--- config.mk ---
export PLATFORM = sky130hd
export DESIGN_NAME = lrgf_back
export DESIGN_NICKNAME = d
export VERILOG_FILES = /design/src/rtl/lrgf_pkg.sv /design/src/rtl/lrgf_back.sv
export SDC_FILE = /design/constraint.sdc
export NUM_CORES = 1
export LEC_CHECK = 0
export ABC_AREA = 1
export CORE_MARGIN = 4
export CORE_UTILIZATION = 25
export CTS_BUF_LIST = sky130_fd_sc_hd__clkbuf_8 sky130_fd_sc_hd__clkbuf_16
export CTS_CLUSTER_DIAMETER = 30
export DETAILED_ROUTE_END_ITERATION = 10
export DONT_BUFFER_PORTS = 1
export GPL_TIMING_DRIVEN = 0
export REMOVE_ABC_BUFFERS = 1
export SETUP_SLACK_MARGIN = 0.05
export SLEW_MARGIN = 30
export SYNTH_ARGS = -nofsm -noshare
export SYNTH_HDL_FRONTEND = slang
export SYNTH_SLANG_ARGS = --single-unit
--- constraint.sdc ---
create_clock -name aclk -period 8.7 [get_ports aclk]
set_input_delay 0.435 -clock aclk [delete_from_list [all_inputs] [get_ports aclk]]
set_output_delay 0.435 -clock aclk [all_outputs]
set_load 0.03 [all_outputs]
--- src/rtl/lrgf_pkg.sv ---
// shared types and constants for the lidar ray ground filter
package lrgf_pkg;

    // configuration register indexes and port widths
    localparam logic [1:0] CFG_SLOPE  = 2'd0;
    localparam logic [1:0] CFG_DROP   = 2'd1;
    localparam logic [1:0] CFG_RISE   = 2'd2;
    localparam logic [1:0] CFG_HEIGHT = 2'd3;
    localparam int CFG_INDEX_BITS = 2;
    localparam int CFG_DATA_BITS  = 16;

    // slope tangent is q4.8, kept internally as its square
    localparam int SLOPE_BITS    = 12;
    localparam int SLOPE_SQ_BITS = 24;
    localparam int SLOPE_SHIFT   = 16;
    localparam int LIMIT_BITS    = 16;

    // reset values
    localparam logic [SLOPE_SQ_BITS-1:0] SLOPE_SQ_RESET = 24'd65536;
    localparam logic [LIMIT_BITS-1:0]    DROP_RESET     = 16'd100;
    localparam logic [LIMIT_BITS-1:0]    RISE_RESET     = 16'd100;
    localparam logic [LIMIT_BITS-1:0]    HEIGHT_RESET   = 16'd1800;

    // width of one slice of the squared planar distance for the slope multiply
    localparam int PART_BITS = 32;

    // queue between classifier and mode tracker
    localparam int QUEUE_DEPTH = 4;
    localparam int QUEUE_AW    = 2;

    typedef struct packed {
        logic [SLOPE_SQ_BITS-1:0] slope_sq;
        logic [LIMIT_BITS-1:0]    drop_limit;
        logic [LIMIT_BITS-1:0]    rise_limit;
        logic [LIMIT_BITS-1:0]    sensor_height;
    } lrgf_cfg_t;

endpackage

--- src/rtl/lrgf_back.sv ---
// back part: tracks seeking or after-break mode and drives the result register
module lrgf_back #(
    parameter int CB = 24
) (
    input  logic                aclk,
    input  logic                aresetn,
    input  lrgf_pkg::lrgf_cfg_t cfg,
    input  logic                q_valid,
    input  logic [3*CB+1:0]     q_entry,   // x, y, z, start, break from lowest bit up
    output logic                q_pop,
    output logic                m_valid,
    input  logic                m_ready,
    output logic [CB-1:0]       m_x,
    output logic [CB-1:0]       m_y,
    output logic [CB-1:0]       m_z
);

    localparam int DW = CB + 1;

    logic [CB-1:0] e_x, e_y, e_z;
    logic          e_start, e_brk;
    logic [DW-1:0] rise_diff;
    logic          rise_ok;
    logic          emit;

    logic          after_break_reg, after_break_next;
    logic [CB-1:0] break_height_reg, break_height_next;
    logic          m_valid_reg;
    logic [CB-1:0] m_x_reg, m_y_reg, m_z_reg;

    assign e_x     = q_entry[CB-1:0];
    assign e_y     = q_entry[2*CB-1:CB];
    assign e_z     = q_entry[3*CB-1:2*CB];
    assign e_start = q_entry[3*CB];
    assign e_brk   = q_entry[3*CB+1];

    // take a verdict when the result register is free or being emptied
    assign q_pop = q_valid && (!m_valid_reg || m_ready);

    // height above the break point against the rise limit
    assign rise_diff = DW'($signed(e_z)) - DW'($signed(break_height_reg));
    assign rise_ok   = $signed(rise_diff) <= $signed(DW'(cfg.rise_limit));
    assign emit      = !e_start && after_break_reg && !rise_ok;

    // mode update
    always_comb begin
        after_break_next  = after_break_reg;
        break_height_next = break_height_reg;
        if (e_start) begin
            after_break_next  = 1'b0;
            break_height_next = '0;
        end else if (!after_break_reg) begin
            if (e_brk) begin
                after_break_next  = 1'b1;
                break_height_next = e_z;
            end
        end else if (rise_ok) begin
            after_break_next = 1'b0;
        end
    end

    always_ff @(posedge aclk) begin
        if (!aresetn) begin
            after_break_reg  <= 1'b0;
            break_height_reg <= '0;
            m_valid_reg      <= 1'b0;
        end else begin
            if (q_pop) begin
                after_break_reg  <= after_break_next;
                break_height_reg <= break_height_next;
                m_valid_reg      <= emit;
            end else if (m_ready) begin
                m_valid_reg <= 1'b0;
            end
        end
    end

    // result payload
    always_ff @(posedge aclk) begin
        if (q_pop && emit) begin
            m_x_reg <= e_x;
            m_y_reg <= e_y;
            m_z_reg <= e_z;
        end
    end

    assign m_valid = m_valid_reg;
    assign m_x     = m_x_reg;
    assign m_y     = m_y_reg;
    assign m_z     = m_z_reg;

`ifndef SYNTHESIS
    // a fresh result only comes out of after-break mode, which it leaves unchanged
    a_emit_mode: assert property (@(posedge aclk) disable iff (!aresetn)
        $rose(m_valid_reg) |-> after_break_reg)
        else $error("result emitted outside after-break mode");
`endif

endmodule

## After elaboration in Yosys (flattened, before gate mapping)

Index checks and enable logic that the tools add are counted.

- Flip-flop bits (word level): 98
- Memories: 0
- ROM bits: 0
- Bits of input ports: 150
- Word-level logic and storage cells: 29
- Bits in latches: 0
- RAM bits: 0

- Bitwise logic cells: 0
- Equality and inequality tests: 1
- Reductions and logical operators: 11
- Shift operators: 0
- $lt $le $gt $ge: 1
- Multipliers: 0
- Add/sub/neg operators: 1
- Div/mod/pow operators: 0
- Multiplexer cells: 9

Operators by type and width:

| kind | number |
|---|---|
| 24-bit 2-to-1 mux | 3 |
| 25-bit by 17-bit <= comparator with 1-bit output | 1 |
| 24-bit by 24-bit subtractor with 25-bit output | 1 |
| 1-bit 2-to-1 mux | 6 |
| 1-bit logical AND | 4 |
| 2-bit nonzero test | 2 |
| 1-bit zero test | 3 |
| 3-bit AND reduction | 1 |
| 2-bit inequality test (second input constant) | 1 |
| 1-bit logical OR | 1 |

## Logic depth before layout (Yosys ltp)

- Word-level depth: 5
- Mapped depth: 24
- Mapped depth without buffers: 24

## Worst setup path after synthesis

No wires, ideal clock.

- Path type: input -> register
- Start: input port q_entry[48]
- End: register m_x_reg[0], in the netlist m_x[0], enable pin
- Arrival: 3981 ps
- Path buffers: 0
- Library setup time: 426 ps
- Setup slack: 4293 ps
- Stages: 22
- Path through: inv_1 -> ha_1 -> fa_1 -> nor2_1 -> nor2_1 -> o21ai_2 -> xor2_1 -> ha_1 -> nand2_1 -> nor2_1 -> nand3b_1 -> nand3_1 -> nand2_1 -> nand2_1 -> nand2_1 -> nand2_1 -> nand2_1 -> nand2_1 -> nand2_1 -> nand3_1 -> nand2_2 -> inv_1

- Longest elaborated chain between the ends: 5

RTL lines:

| what | RTL line | text |
|---|---|---|
| from (decl) | lrgf_back.sv:9 | `input logic [3*CB+1:0] q_entry,` |
| 24-bit by 24-bit subtractor with 25-bit output | lrgf_back.sv:41 | `assign rise_diff = DW'($signed(e_z)) - DW'($signed(break_height_reg));` |
| 25-bit by 17-bit <= comparator with 1-bit output | lrgf_back.sv:42 | `assign rise_ok = $signed(rise_diff) <= $signed(DW'(cfg.rise_limit));` |
| 1-bit zero test | lrgf_back.sv:43 | `assign emit = !e_start && after_break_reg && !rise_ok;` |
| 1-bit logical AND | lrgf_back.sv:43 |  |
| 1-bit logical AND | lrgf_back.sv:80 | `if (q_pop && emit) begin` |
| to (signal assigned) | lrgf_back.sv:81 | `m_x_reg <= e_x;` |
| to (decl) | lrgf_back.sv:29 | `logic [CB-1:0] m_x_reg, m_y_reg, m_z_reg;` |

Every way passes these cells.
A chain may end at the register's enable or synchronous reset.

## Final worst setup path

- Start: register break_height_reg[0]
- End: register m_x_reg[23], in the netlist m_x[23], enable pin

- Longest elaborated chain between the ends: 5

RTL lines:

| what | RTL line | text |
|---|---|---|
| from (decl) | lrgf_back.sv:27 | `logic [CB-1:0] break_height_reg, break_height_next;` |
| from (signal assigned) | lrgf_back.sv:70 | `break_height_reg <= break_height_next;` |
| 24-bit by 24-bit subtractor with 25-bit output | lrgf_back.sv:41 |  |
| 25-bit by 17-bit <= comparator with 1-bit output | lrgf_back.sv:42 |  |
| 1-bit zero test | lrgf_back.sv:43 |  |
| 1-bit logical AND | lrgf_back.sv:43 |  |
| 1-bit logical AND | lrgf_back.sv:80 |  |

Every way passes these cells.

==> impl_metrics.tcl <==
set metrics [dict create \
    cts-root-buf "clkbuf_16" \
    drive_gt1_share_pct 9.25 \
    cts_max_level 3 \
    rsz0062_at_grt "no" \
    min_period_ns 3.71 \
    clk_pin_slew_ns 0.07 \
    finalInstanceArea_um2 6050 \
    finalHoldViolCount 0 \
    hpwlAfterDp_um 10900 \
    viasPerCell 4.30 \
    grt.total_usage_pct 11.0 \
    grt_pass1_vias 3703 \
    final_cells 902 \
    placed_cells 887 \
    antenna_cells 0 \
    seq_area_um2 2680 \
    hold_path_class "in -> reg" \
    nNetsFinal 814 \
    overflow 0 \
    critPathLaunchType "flip-flop" \
    wl_per_cell_um 14.7 \
    clk_latency_ns 0.34 \
    cts_tree "done" \
    fin_crit_sh_pct 42.7 \
    dr.first_iter.drc_count 154 \
    ys_types 35 \
    slew_headroom_pct 47.1 \
    drv_cap 0 \
    cts_buffer_depth 2 \
    max_slew.worst_pin.slew_ns 0.789 \
    grt_antenna_before_repair 0 \
    finalSetupTns_ns 0 \
    post-cts-setup-buffers 0 \
    r2r_setup_slack_ns 4.99 \
    multi_input_area_um2 2240 \
    cellPowerDensity_nw_per_um2 171 \
    ys_ff_latch 98 \
    hold_buffers 0 \
    io_buffers 0 \
    fmax_ghz 0.269 \
    cts_resized 0 \
    setup_viol 0 \
    dieArea_um2 24000 \
    postRouteAntennaNets 0 \
    setup_slack_ns 4.99 \
    place.gp.congestion 0.866 \
    final_common_cell "nand2_1" \
    worst-setup-path-type "reg -> reg" \
    grt_max_degree 51 \
    routed_wl_um 13200 \
    fin_skew_ns 0.00804 \
    irDropWorstVdd_mv 0.0886 \
    dr.pass1.iters 4 \
    cp_common_cell "nand2_1" \
    syn_area_per_cell_um2 8.78 \
    slowest_delay_ns 0.46 \
    cts_buffers 9 \
    yosysSeqAreaShare_pct 49.8 \
    row_count 53 \
    end_kind "flip-flop" \
    dpl_worst_slack_ns 4.82 \
    ys_warn_count 0 \
    status "completed" \
    fillers 2219 \
    initial_core_util_pct 25.6 \
    grt_pass1_wl_um 20500 \
    leakagePower_nw 2.57 \
    netlist_area_um2 5390 \
    dieWidth_um 155 \
    path_cells "ha_1 > fa_1 > nor2_1 > nor2_1 > o21ai_2 > xor2_1 > ha_1 > nand2_1 > nor2_1 > nand3b_1 > nand3_1 > nand2_1 > nand2_1 > nand2_1 > nand2_1 > nand2_1 > nand2_1 > nand2_1 > nand3_1 > nand2_2 > inv_4 > buf_16" \
    cp.required_ns 8.72 \
    cp_max_fo 50 \
    slowest_stage "fa_1" \
    fin_util_pct 28.7 \
    syn_inst 614 \
    clock_sinks 98 \
    worstPathArrival_ns 3.74 \
    syn2layout_area_growth_pct 12.3 \
    place_area_um2 5790 \
    final_cell_mix "156 x nand2_1, 117 x inv_1, 72 x edfxtp_1, 56 x nor2_1, 40 x ha_1" \
    drcViolationCount 0 \
    pin_count 224 \
    vias 3883 \
    drv_slew 0 \
    core_area_um2 21100 \
    die_h_um 155 \
]
through the flow:
step | hold slack (ns) | total power, mW
global placement | 0.490 | 0.680
detailed placement | 0.504 | 0.684
global route | 0.151 | 1.10
floorplan | 0.481 | 0.648
CTS | 0.155 | 1.06
finish | 0.180 | 1.04
kinds of logic after synthesis:
group | after synthesis | synth area share, %
and+or+nand+nor | 275 | 22.3
DFF | 98 | 49.8
AOI/OAI and AO/OA | 56 | 6.87
adders and majority gates | 41 | 9.66
buffers and inverters | 130 | 9.10
xor gates and xnor gates | 14 | 2.27
metal layers:
metal  wire (um)  global-route usage, %  vias to the layer above
li1            -                      -                     1995
met1        6230                   14.3                     1741
met2        5910                   17.8                      136
met3         925                   3.44                       11
met4         174                   3.28                        0
met5           0                      0                        -
cell usage after synthesis:
master | number | area share, %
a211oi_1 | 1 | 0.14
a21oi_1 | 21 | 1.9
a21oi_2 | 2 | 0.33
a21oi_4 | 1 | 0.30
a22oi_1 | 24 | 3.3
and3_1 | 1 | 0.12
buf_2 | 2 | 0.19
clkbuf_1 | 4 | 0.28
clkinv_1 | 1 | 0.070
dfxtp_1 | 26 | 9.7
edfxtp_1 | 72 | 40
fa_1 | 1 | 0.37
ha_1 | 40 | 9.3
inv_1 | 116 | 8.1
inv_2 | 7 | 0.49
nand2_1 | 156 | 11
nand2_2 | 13 | 1.5
nand3_1 | 20 | 1.9
nand3_2 | 3 | 0.56
nand3b_1 | 2 | 0.28
nand4_1 | 10 | 1.2
nor2_1 | 56 | 3.9
nor2_2 | 8 | 0.93
nor2_4 | 2 | 0.42
nor3_1 | 1 | 0.093
nor3_4 | 1 | 0.30
nor4_2 | 1 | 0.23
o21ai_0 | 3 | 0.28
o21ai_1 | 1 | 0.093
o21ai_2 | 1 | 0.16
o21bai_1 | 1 | 0.14
o31ai_1 | 1 | 0.14
or2_1 | 1 | 0.12
xnor2_1 | 5 | 0.81
xor2_1 | 9 | 1.5
critical path: cells and delay by family (launching register included):
| kind | cells | cell delay [ns] |
|---|---|---|
| AND/OR/NAND/NOR | 15 | 1.17 |
| adder cells (fa/ha/maj) | 3 | 0.86 |
| buffers and inverters | 2 | 0.54 |
| flip-flops | 1 | 0.31 |
| XOR/XNOR | 1 | 0.28 |
| AO/OA/AOI/OAI | 1 | 0.17 |
power breakdown:
group | switching [mW] | internal [mW] | leakage (nW)
Combinational | 0.101 | 0.0579 | 1.59
Sequential | 0.00712 | 0.507 | 0.859
Clock | 0.172 | 0.191 | 0.130
Total | 0.280 | 0.756 | 2.57
final cells by class:
class                   count  share of cell area (%)
flip-flops and latches     98                    44.3
multi-input cells         386                    37.0
inverters                 124                    7.73
clock buffers               9                    3.72
well taps                 275                    5.69
clock inverters             6                   0.600
repair buffers              4                   0.951
final timing paths:
check / from / to / depth (start not counted)
worst min-delay path: q_entry[68] / m_z[20] / 0
worst min register to register: break_height_reg[21] / break_height_reg[21] / 2
worst max-delay path: break_height_reg[0] / m_x[23] / 22
worst max register to register: break_height_reg[0] / m_x[23] / 22
(Power assumes the default switching activity.)
