### src/rtl/lrgf_pkg.sv
// shared types and constants for the lidar ray ground filter
package lrgf_pkg;

    // configuration register indexes and port widths
    localparam logic [1:0] CFG_SLOPE  = 2'd0;
    localparam logic [1:0] CFG_DROP   = 2'd1;
    localparam logic [1:0] CFG_RISE   = 2'd2;
    localparam logic [1:0] CFG_HEIGHT = 2'd3;
    localparam int CFG_INDEX_BITS = 2;
    localparam int CFG_DATA_BITS  = 16;

    // slope tangent is q4.8, kept internally as its square
    localparam int SLOPE_BITS    = 12;
    localparam int SLOPE_SQ_BITS = 24;
    localparam int SLOPE_SHIFT   = 16;
    localparam int LIMIT_BITS    = 16;

    // reset values
    localparam logic [SLOPE_SQ_BITS-1:0] SLOPE_SQ_RESET = 24'd65536;
    localparam logic [LIMIT_BITS-1:0]    DROP_RESET     = 16'd100;
    localparam logic [LIMIT_BITS-1:0]    RISE_RESET     = 16'd100;
    localparam logic [LIMIT_BITS-1:0]    HEIGHT_RESET   = 16'd1800;

    // width of one slice of the squared planar distance for the slope multiply
    localparam int PART_BITS = 32;

    // queue between classifier and mode tracker
    localparam int QUEUE_DEPTH = 4;
    localparam int QUEUE_AW    = 2;

    typedef struct packed {
        logic [SLOPE_SQ_BITS-1:0] slope_sq;
        logic [LIMIT_BITS-1:0]    drop_limit;
        logic [LIMIT_BITS-1:0]    rise_limit;
        logic [LIMIT_BITS-1:0]    sensor_height;
    } lrgf_cfg_t;

endpackage

### src/rtl/lrgf_queue.sv
// short queue between the break tests and the mode tracker
module lrgf_queue #(
    parameter int W = 74
) (
    input  logic         aclk,
    input  logic         aresetn,
    input  logic         push,
    input  logic [W-1:0] wdata,
    output logic         full,
    input  logic         pop,
    output logic         valid,
    output logic [W-1:0] rdata
);

    localparam int AW = lrgf_pkg::QUEUE_AW;
    localparam int DEPTH = lrgf_pkg::QUEUE_DEPTH;

    logic [W-1:0]  mem_reg [0:DEPTH-1];
    logic [AW-1:0] wr_ptr_reg, rd_ptr_reg;
    logic [AW:0]   count_reg;

    assign full  = count_reg == (AW+1)'(DEPTH);
    assign valid = count_reg != '0;
    assign rdata = mem_reg[rd_ptr_reg];

    // storage
    always_ff @(posedge aclk) begin
        if (push) begin
            mem_reg[wr_ptr_reg] <= wdata;
        end
    end

    // pointers and fill count
    always_ff @(posedge aclk) begin
        if (!aresetn) begin
            wr_ptr_reg <= '0;
            rd_ptr_reg <= '0;
            count_reg  <= '0;
        end else begin
            if (push) begin
                wr_ptr_reg <= wr_ptr_reg + 1'b1;
            end
            if (pop) begin
                rd_ptr_reg <= rd_ptr_reg + 1'b1;
            end
            if (push && !pop) begin
                count_reg <= count_reg + 1'b1;
            end else if (pop && !push) begin
                count_reg <= count_reg - 1'b1;
            end
        end
    end

`ifndef SYNTHESIS
    a_no_overflow: assert property (@(posedge aclk) disable iff (!aresetn)
        !(push && full) && (count_reg <= (AW+1)'(DEPTH)))
        else $error("queue overflow");

    a_no_underflow: assert property (@(posedge aclk) disable iff (!aresetn)
        pop |-> valid)
        else $error("queue read while empty");
`endif

endmodule

### config.mk
export PLATFORM = sky130hd
export DESIGN_NAME = lrgf_queue
export DESIGN_NICKNAME = d
export VERILOG_FILES = /design/src/rtl/lrgf_pkg.sv /design/src/rtl/lrgf_queue.sv
export SDC_FILE = /design/constraint.sdc
export NUM_CORES = 1
export LEC_CHECK = 0
export ABC_AREA = 1
export BUFFER_PORTS_ARGS = -buffer_cell sky130_fd_sc_hd__buf_2
export CORE_UTILIZATION = 57
export CTS_CLUSTER_DIAMETER = 200
export DETAILED_ROUTE_END_ITERATION = 8
export PLACE_DENSITY_LB_ADDON = 0.3
export SKIP_LAST_GASP = 1
export SLEW_MARGIN = 25
export SYNTH_ARGS = -nofsm -noshare
export SYNTH_HDL_FRONTEND = slang
export SYNTH_SLANG_ARGS = --single-unit
### constraint.sdc
create_clock -name aclk -period 3.52 [get_ports aclk]
set_input_delay 0.352 -clock aclk [delete_from_list [all_inputs] [get_ports aclk]]
set_output_delay 0.352 -clock aclk [all_outputs]
set_load 0.005 [all_outputs]
======== Yosys cells after proc, flatten, opt, wreduce, memory -nomap -nowiden ========
Memory sizes are Yosys's and may differ from the RTL's. A register that Yosys moved wholly into a read port is not among the register bits.
Cells that the tools add are included.
word-level totals
  register bits ........................... 7
  memory bits (writable) .................. 296
  input bits .............................. 78
  output and inout port bits .............. 76
  logic and storage cells ................. 21
  memories kept ........................... 1
memories
  memory   depth  width  rd ports  clocked after Yosys merged registers in  wr ports  RTL line          RTL
  mem_reg  4      74     1         1                                        1         lrgf_queue.sv:18  logic [W-1:0] mem_reg [0:DEPTH-1];
cells by class
  add/subtract/negate cells ............... 4
  equality and inequality tests ........... 1
  mux-type cells .......................... 6
  reduce and logical (&&, ||, !) cells .... 6
operator list
  operator             count
  $mux 3               2
  $add 2x1->2 const B  2
  $mux 2               2
  $add 3x1->3 const B  1
  $eq 3x3->1 const B   1
  $reduce_bool 3->1    1
  $sub 3x1->3 const B  1
  $logic_and 1x1->1    2
  $logic_not 1->1      2
  $mux 1               2
  $reduce_bool 2->1    1

======== Longest topological paths before layout ========
Gate-level depths: netlist of the first run.
  word-level depth ........................ 4
  gate-level depth with buffers ........... 10
  gate-level depth less buffers ........... 10

======== Worst setup path before layout of the first run ========
OpenSTA, ideal clock, no wires.
  path type ............................... reg-to-reg
  start ................................... register wr_ptr_reg[0]
  end ..................................... memory mem_reg[2][0] (enable)
  library setup time ...................... 428 ps
  arrival time ............................ 2023 ps
  data required time ...................... 3092 ps
  path slack .............................. 1069 ps
  cell stages (with the launch flop) ...... 5
  buffers on the path ..................... 0
  clock period less this slack ............ 2451 ps
  path through ............................ dfxtp_1 > inv_1 > ha_1 > nand2_1 > inv_1
RTL lines
  item                    RTL line          RTL
  from (decl)             lrgf_queue.sv:19  logic [AW-1:0] wr_ptr_reg, rd_ptr_reg;
  from (signal assigned)  lrgf_queue.sv:41  wr_ptr_reg <= wr_ptr_reg + 1'b1;
  to (decl)               lrgf_queue.sv:18
No word-level cell before the write port.

==> metrics, run 1 <==
outcome=complete, no violations; drt total wl=22200 µm; pwr/cell area=586 nW/µm²; RSZ-0062 raised after global routing=no; Worst Setup End Kind=output port; worst slew pin tran=809 ps; Syn Inst Count=775; CP max stage cell=inv_4; grt met2 use=0.356; met1 usage=0.277; vias in the first global route=6710; die area=20600 µm²; fmax=377 MHz; Worst-path clk slew=60 ps; asr flop ratio synth=0; Syn Area/Cell=14.7 µm²; count of different cell masters after synthesis=20; TNS Setup=0 ps; Final Critical Period=2650 ps; YS warnings=0; DR WL/cell=18.2 µm; Root Driver=clkbuf_16; GPL Wtd Cong=0.705; first-pass GRT wire length=33800 µm; Initial DRT Pass Iterations=5; Largest stage delay, worst path=560 ps; GRT overflow=0; CTS Buf Count=30; Detailed Route Iter0 Violations=522; Fin Clk Skew=7.14 ps; Post-synth EDFFs=296; Final Hold Vio Count=0; Die X-Extent=143 µm; post-CTS setup buffers=0; critical path type=reg -> out; CTS tree=done; cell area after synthesis=11400 µm²; Final Setup Violations=0; via count=6794; initial antenna violation count=5; Core ar.=19500 µm²; ANT nets after route=0; M3 GR Usage=0.0590; largest net degree at the start of global routing=77; max FFs per register=296; worst skew pair latency=540 ps; Max Root-Sink Buffers=3; Max VDD drop=0.449 mV; DRC Markers=0; CP max FO=76; routed vias/inst=5.59; fin util=0.679; P_leak=4.66 nW; fin nets=1008; Rows=51; cells on worst reg2reg path=5; Setup crit start kind=register; global-route usage over all layers=0.217; Die H=143 µm; CTS resizes=0; Seq/Total Area, Yosys=0.795; Non-Filler Instances=1216; flops & latches, synth=305; Num Clock Sinks=305; share of layout cells above drive strength 1=0.225; Slew HR=0.461; Final WS setup=868 ps; Synth Net Count=859; Max Cap Viol=0; worst hold path class=in -> reg; Hold Path Cell Cnt=1; Post-Place Setup Slack=1320 ps; DP HPWL=12200 µm; Placed Instances=1157; # hold bufs at CTS=0; Worst EP required=3170 ps; Initial Utilization=0.584; cells along the critical path=inv_4 > buf_12 > o21ai_0 > o22ai_1 > buf_2; ratio of final minimum period to clock period=0.753; gr busiest metal=met2; CTS H-tree depth=1; synth-to-layout area growth=16.3%; main flop type after synthesis=edfxtp_1; number of buffers added on ports=153; boundary pin count=154; Final Slew Violations=0; critical path arrival=2300 ps
synth_stat cells, drive strengths merged (4+ instances only):
cell,count,area (µm²)
inv,17,63.8
nor2,154,578
nand2,10,37.5
a21oi,4,20.0
o21ai,154,771
clkbuf,27,104
edfxtp,296,8890
dfxtp,9,180
buf,21,199
o22ai,74,463
ha,5,62.6
cell families (layout without fill, tap and decap cells):
family / count (synthesis) / count (layout) / share of synthesized area
AOI/OAI and AO/OA: 232 / 232 / 0.110
adders and majority gates: 6 / 6 / 0.00724
buffers and inverters: 65 / 237 / 0.0321
DFF: 305 / 305 / 0.795
other: 0 / 4 / 0
and+or+nand+nor: 167 / 167 / 0.0554
layout by cell type (no fill, tap or decap), drive strengths merged:
cell type    n
nand4        1
o22ai       74
a21oi        4
clkinvlp     3
nor2       154
edfxtp     296
nor3         1
ha           5
diode        4
dfxtp        9
fa           1
o21ai      154
clkinv      19
inv         13
buf        165
bufinv       1
clkbuf      36
nand3        1
nand2       10
path summary, 6_finish.rpt:
kind	from	endpoint	slack [ps]
worst min-delay path	wdata[1]	mem_reg[1][1]	20
worst max-delay path	register	rdata[69]	870
worst min register to register	rd_ptr_reg[1]	register	450
worst max register to register	wr_ptr_reg[1]	mem_reg[1][44]	1360
layer usage:
| metal | vias to the layer above | wire length (µm) |
|---|---|---|
| li1 | 3224 | - |
| met1 | 3263 | 9110 |
| met2 | 248 | 10500 |
| met3 | 57 | 1890 |
| met4 | 2 | 623 |
| met5 | - | 14 |
stage by stage:
stage	total power, W	hold WS [ps]	instance area [µm²]
finish	0.00777	21.2	13300
global route	0.00802	8.47	13200
CTS	0.00781	10.8	13200
detailed placement	0.00492	428	12300
global placement	0.00490	429	12300
floorplan	0.00463	412	11400
report_power, final:
part	switching (W)	internal (W)	leakage, nW
combinational	0.000421	0.000231	1.43
sequential	0.0000379	0.00415	2.79
clock	0.00126	0.00167	0.438
total	0.00172	0.00605	4.66
layout make-up:
| class | count | area (µm²) |
|---|---|---|
| Fill cell | 1379 | 6270 |
| Multi-Input combinational cell | 405 | 1970 |
| Inverter | 17 | 71.3 |
| Tap cell | 265 | 332 |
| Clock buffer | 36 | 795 |
| Sequential cell | 305 | 9070 |
| Clock inverter | 19 | 115 |
| Timing Repair Buffer | 165 | 893 |
| Antenna cell | 4 | 10.0 |
worst max-delay path: cells and delay by family (launching register included):
kind | cells | cell delay [ps]
AO/OA/AOI/OAI | 2 | 310
buffers and inverters | 3 | 1050
flip-flops | 1 | 370
Note: power is estimated with default switching activity, not from simulation.
==> inputs of run 2 (changes only) <==
Settings changed: CORE_UTILIZATION 57 to 51.
Clock period 3.52 ns to 2.2 ns, I/O delays scaled along.
==> metrics, run 2 (synthesized netlist as in run 1, its figures left out) <==
DR WL/cell=17.7 µm (was 18.2 µm); Final Critical Period=2110 ps; max FFs per register=296 (unchanged); first-pass GRT wire length=35400 µm (was 33800 µm); diodes inserted=0 (was 4); cells on worst reg2reg path=5 (unchanged); Rows=54 (was 51); hold path endpoint=rd_ptr_reg[0] (was mem_reg[1][1]); drt total wl=23200 µm (was 22200 µm); boundary pin count=154 (unchanged); Slew HR=0.713 (was 0.461); Die X-Extent=152 µm (was 143 µm); critical path arrival=1890 ps (was 2300 ps); pwr/cell area=913 nW/µm² (was 586 nW/µm²); vias in the first global route=6866 (was 6710); share of layout cells above drive strength 1=0.222 (was 0.225); DP HPWL=12800 µm (was 12200 µm); die area=23000 µm² (was 20600 µm²); Core ar.=21900 µm² (was 19500 µm²); outcome=complete, no violations (unchanged); RSZ-0062 raised after global routing=yes (was no); Power Total=0.0131 W (was 0.00777 W); largest net degree at the start of global routing=83 (was 77); GRT overflow=0 (unchanged); fin util=0.654 (was 0.679); Final WS setup=88.4 ps (was 868 ps); number of buffers added on ports=153 (unchanged); global-route usage over all layers=0.203 (was 0.217); Root Driver=clkbuf_16 (unchanged); CTS Buf Count=30 (unchanged); CTS H-tree depth=1 (unchanged); Initial Utilization=0.521 (was 0.584); Worst Setup End Kind=output port (unchanged); Final Hold Vio Count=0 (unchanged); Hold Worst Slack=22.1 ps (was 21.2 ps); Hold Path Cell Cnt=4 (was 1); Detailed Route Iter0 Violations=454 (was 522); Num Clock Sinks=305 (unchanged); CTS tree=done (unchanged); commonest cells after routing, fill and taps aside=edfxtp_1 (296), nor2_1 (154), buf_2 (153) (unchanged); Setup crit start kind=register (unchanged); R2R setup slack=730 ps (was 1360 ps); HP Start=pop (was wdata[1]); Fin Clk Skew=5.91 ps (was 7.14 ps); ANT nets after route=0 (unchanged); post-CTS setup buffers=0 (unchanged); Max Root-Sink Buffers=3 (unchanged); worst skew pair latency=540 ps (about the same); Post-Place Setup Slack=574 ps (was 1320 ps); Worst EP required=1980 ps (was 3170 ps); Worst-path clk slew=60 ps (about the same); Final Setup Violations=0 (unchanged); routed vias/inst=5.37 (was 5.59); initial antenna violation count=0 (was 5); r2r startpoint=wr_ptr_reg[0] (was wr_ptr_reg[1]); ratio of final minimum period to clock period=0.960; Initial DRT Pass Iterations=5 (unchanged); Final Slew Violations=0 (unchanged); Max Cap Viol=0 (unchanged); Reg-to-Reg End=mem_reg[2][46] (was mem_reg[1][44]); via count=7024 (was 6794); Die H=152 µm (was 143 µm); critical path type=reg -> out (unchanged); worst hold path class=in -> reg (unchanged); fin nets=1089 (was 1008); DRC Markers=0 (unchanged); synth-to-layout area growth=25.5% (was 16.3%); CP max FO=82 (was 76); GPL Wtd Cong=0.731 (was 0.705); Max VDD drop=0.694 mV (was 0.449 mV); fmax=474 MHz; worst slew pin tran=431 ps (was 809 ps); commonest non-fill, non-tap cell in the layout=edfxtp_1 (unchanged); P_leak=5.09 nW (was 4.66 nW)
[run 2: cell types whose count changed in the layout (fill, tap and decap cells not counted), moves of 3 or more]
cell | previous run | this run
dlygate4sd3_1 | 0 | 75
buf_12 | 3 | 13
buf_4 | 9 | 3
clkinv_1 | 10 | 4
diode_2 | 4 | 0
bufinv_16 | 1 | 4
clkinvlp_4 | 3 | 6
[run 2: per-stage QoR]
stage	area, µm²	TNS, ps	instances
2_1_floorplan	11400	0	775
3_3_place_gp	12500	0	1178
3_5_place_dp	12500	0	1178
4_1_cts	14300	0	1309
5_1_grt	14300	-6.48	1309
6_report	14300	0	1309
[run 2: critical path, cell delays in order, from the launching register on]
cell     delay (ps)
dfxtp_4         400
buf_12          320
o21ai_0         170
o22ai_1         270
buf_2           170
[run 2: power breakdown]
group | switching, W | internal, W | leakage, nW
registers | 0.0000591 | 0.00663 | 2.79
clock network | 0.00206 | 0.00310 | 0.502
logic | 0.000713 | 0.000500 | 1.79
total | 0.00284 | 0.0102 | 5.09
[run 2: area by class of cell]
class | count | area, µm²
clock inverter | 20 | 204
inverter | 17 | 83.8
multi-input combinational | 405 | 1970
timing repair buffer | 246 | 1820
tap | 280 | 350
fill | 1577 | 7570
clock buffer | 36 | 815
sequential | 305 | 9070
[run 2: timing repair]
action / 4_1_cts / 5_1_grt
cloned: 0 / 0
endpoints found under the hold margin: 303 / 0
gates resized for setup: 1 / 2
setup endpoints to repair: 5 / 13
hold buffers: 75 / 0
[run 2: worst max path at each step]
stage	startpoint	endpoint	cells past startpoint
6_report	register	rdata[66]	4
5_1_grt	register	rdata[12]	5
4_1_cts	register	rdata[66]	4
3_5_place_dp	register	rdata[3]	5
3_3_place_gp	register	rdata[54]	5
2_1_floorplan	wr_ptr_reg[0]	mem_reg[0][0]	4
[run 2: layer usage]
metal | part of all wire | wire, µm | global-route usage | vias up
met5 | 0 | 0 | 0 | -
met4 | 0.020 | 461 | 0.0535 | 0
met1 | 0.43 | 9880 | 0.264 | 3392
met2 | 0.49 | 11300 | 0.345 | 209
met3 | 0.070 | 1620 | 0.0440 | 39
li1 | - | - | - | 3384
==> inputs of run 3 (changes only) <==
Settings changed: CORE_ASPECT_RATIO set to 1.75.
==> metrics, run 3 (synthesized netlist as in run 1, its figures left out) <==
global-route usage over all layers=0.208 (was 0.203); Final Slew Violations=0 (unchanged); CTS resizes=0 (was 1); Worst Setup End Kind=output port (unchanged); Largest stage delay, worst path=490 ps (was 400 ps); RSZ-0062 raised after global routing=no (was yes); HP Start=push (was pop); die area=23000 µm² (about the same); Die X-Extent=115 µm (was 152 µm); Worst EP required=1980 ps (about the same); Rows=72 (was 54); CTS Buf Count=26 (was 30); pwr/cell area=877 nW/µm² (was 913 nW/µm²); P_leak=4.98 nW (was 5.09 nW); TNS Setup=0 ps (unchanged); via count=7150 (was 7024); Initial DRT Pass Iterations=5 (unchanged); DP HPWL=13400 µm (was 12800 µm); GRT overflow=0 (unchanged); Core ar.=22000 µm² (was 21900 µm²); commonest non-fill, non-tap cell in the layout=edfxtp_1 (unchanged); CP max stage cell=dfxtp_2 (was dfxtp_4); ratio of final minimum period to clock period=0.969 (was 0.960); WP buf/inv=2 (unchanged); fillers=1658 (was 1577); Final WS setup=67.9 ps (was 88.4 ps); critical path arrival=1910 ps (was 1890 ps); Initial Utilization=0.519 (was 0.521); Die H=200 µm (was 152 µm); vias in the first global route=6889 (was 6866); hold path endpoint=wr_ptr_reg[0] (was rd_ptr_reg[0]); Final Critical Period=2130 ps (was 2110 ps); first-pass GRT wire length=35600 µm (was 35400 µm); cells on worst reg2reg path=5 (unchanged); CP top delay family=flip-flops (was buffers and inverters); Post-Place Setup Slack=369 ps (was 574 ps); GPL Wtd Cong=0.736 (was 0.731); synth-to-layout area growth=24.1% (was 25.5%); Root Driver=clkbuf_16 (unchanged); Hold Path Cell Cnt=3 (was 4); share of layout cells above drive strength 1=0.210 (was 0.222); critical path type=reg -> out (unchanged); Setup crit start kind=register (unchanged); ANT nets after route=0 (unchanged); drt total wl=23900 µm (was 23200 µm); outcome=complete, no violations (unchanged); max FFs per register=296 (unchanged); Slew HR=0.661 (was 0.713); fmax=469 MHz (was 474 MHz); initial antenna violation count=0 (unchanged); fin nets=1085 (was 1089); Multi-input gate area=1970 µm² (unchanged); sequential power share=0.539 (was 0.512); DR WL/cell=18.2 µm (was 17.7 µm); Fin Clk Skew=12.5 ps (was 5.91 ps); routed vias/inst=5.43 (was 5.37); R2R setup slack=370 ps (was 730 ps); diodes inserted=0 (unchanged); Max VDD drop=0.569 mV (was 0.694 mV); Final Hold Vio Count=0 (unchanged); Num Clock Sinks=305 (unchanged); register area=9070 µm² (unchanged); Final Setup Violations=0 (unchanged); Reg-to-Reg End=mem_reg[0][64] (was mem_reg[2][46]); Comb pwr share=0.098 (was 0.093); Max Cap Viol=0 (unchanged); Switching Share=0.217 (about the same); r2r startpoint=wr_ptr_reg[0] (unchanged); worst slew pin tran=508 ps (was 431 ps); Max Root-Sink Buffers=3 (unchanged); largest net degree at the start of global routing=85 (was 83); CTS H-tree depth=1 (unchanged); Clk pwr share=0.362 (was 0.395); worst skew pair latency=530 ps (was 540 ps); cells along the critical path=buf_12 > o21ai_0 > o22ai_1 > buf_2 (unchanged); DRC Markers=0 (unchanged); NetSw=0.00270 W (was 0.00284 W); post-CTS setup buffers=0 (unchanged); internal power=0.00972 W (was 0.0102 W); CTS tree=done (unchanged); # hold bufs at CTS=75 (unchanged); Detailed Route Iter0 Violations=467 (was 454); commonest cells after routing, fill and taps aside=edfxtp_1 (296), nor2_1 (154), buf_2 (153) (unchanged); worst hold path class=in -> reg (unchanged); CP max FO=45 (was 82); Worst-path clk slew=60 ps (about the same); number of buffers added on ports=153 (unchanged); boundary pin count=154 (unchanged)
==> run 3: power by group through the flow <==
| stage | registers [W] | clock network [W] | logic, W |
|---|---|---|---|
| 2_1_floorplan | 0.00681 | 0 | 0.000589 |
| 3_3_place_gp | 0.00681 | 0 | 0.00110 |
| 3_5_place_dp | 0.00682 | 0 | 0.00112 |
| 4_1_cts | 0.00670 | 0.00456 | 0.00123 |
| 5_1_grt | 0.00671 | 0.00478 | 0.00134 |
| 6_report | 0.00670 | 0.00450 | 0.00122 |
==> run 3: per-layer routing <==
layer  up-vias  global-route usage  part of all wire
met2       226               0.366              0.53
met5         -                   0                 0
met4         0               0.111             0.038
li1       3358                   -                 -
met1      3511               0.249              0.38
met3        55              0.0248             0.050
==> run 3: cell type report <==
cell class | count | area share
clock buffers | 32 | 0.0491
clock inverters | 16 | 0.0106
inverters | 17 | 0.00575
multi-input cells | 405 | 0.139
flip-flops and latches | 305 | 0.641
well taps | 296 | 0.0262
repair buffers | 246 | 0.128
==> run 3: worst max path at each step <==
stage	start	endpoint	slack (ps)	cells after the start
6_report	register	rdata[62]	70	4
5_1_grt	register	rdata[38]	10	5
4_1_cts	register	rdata[38]	70	5
3_5_place_dp	wr_ptr_reg[0]	mem_reg[0][44]	370	5
3_3_place_gp	wr_ptr_reg[0]	mem_reg[0][42]	400	5
2_1_floorplan	wr_ptr_reg[0]	mem_reg[0][0]	40	4
==> run 3: per-stage QoR <==
stage / hold slack, ps / power [W] / utilization / instance area (µm²) / instances
final: 59.3 / 0.0124 / 0.644 / 14200 / 1317
after global routing: 59.0 / 0.0128 / 0.644 / 14200 / 1317
after CTS: 31.4 / 0.0125 / 0.644 / 14200 / 1317
after detailed placement: 438 / 0.00795 / 0.571 / 12600 / 1194
after global placement: 431 / 0.00791 / 0.571 / 12600 / 1194
after floorplan: 319 / 0.00740 / - / 11400 / 775
==> run 3: worst reg2reg max path: stages, from the launching register on <==
cell        delay, ps
dfxtp_1           370
inv_1             100
ha_1              200
nand2_1           100
clkinvlp_4        430
buf_4             380
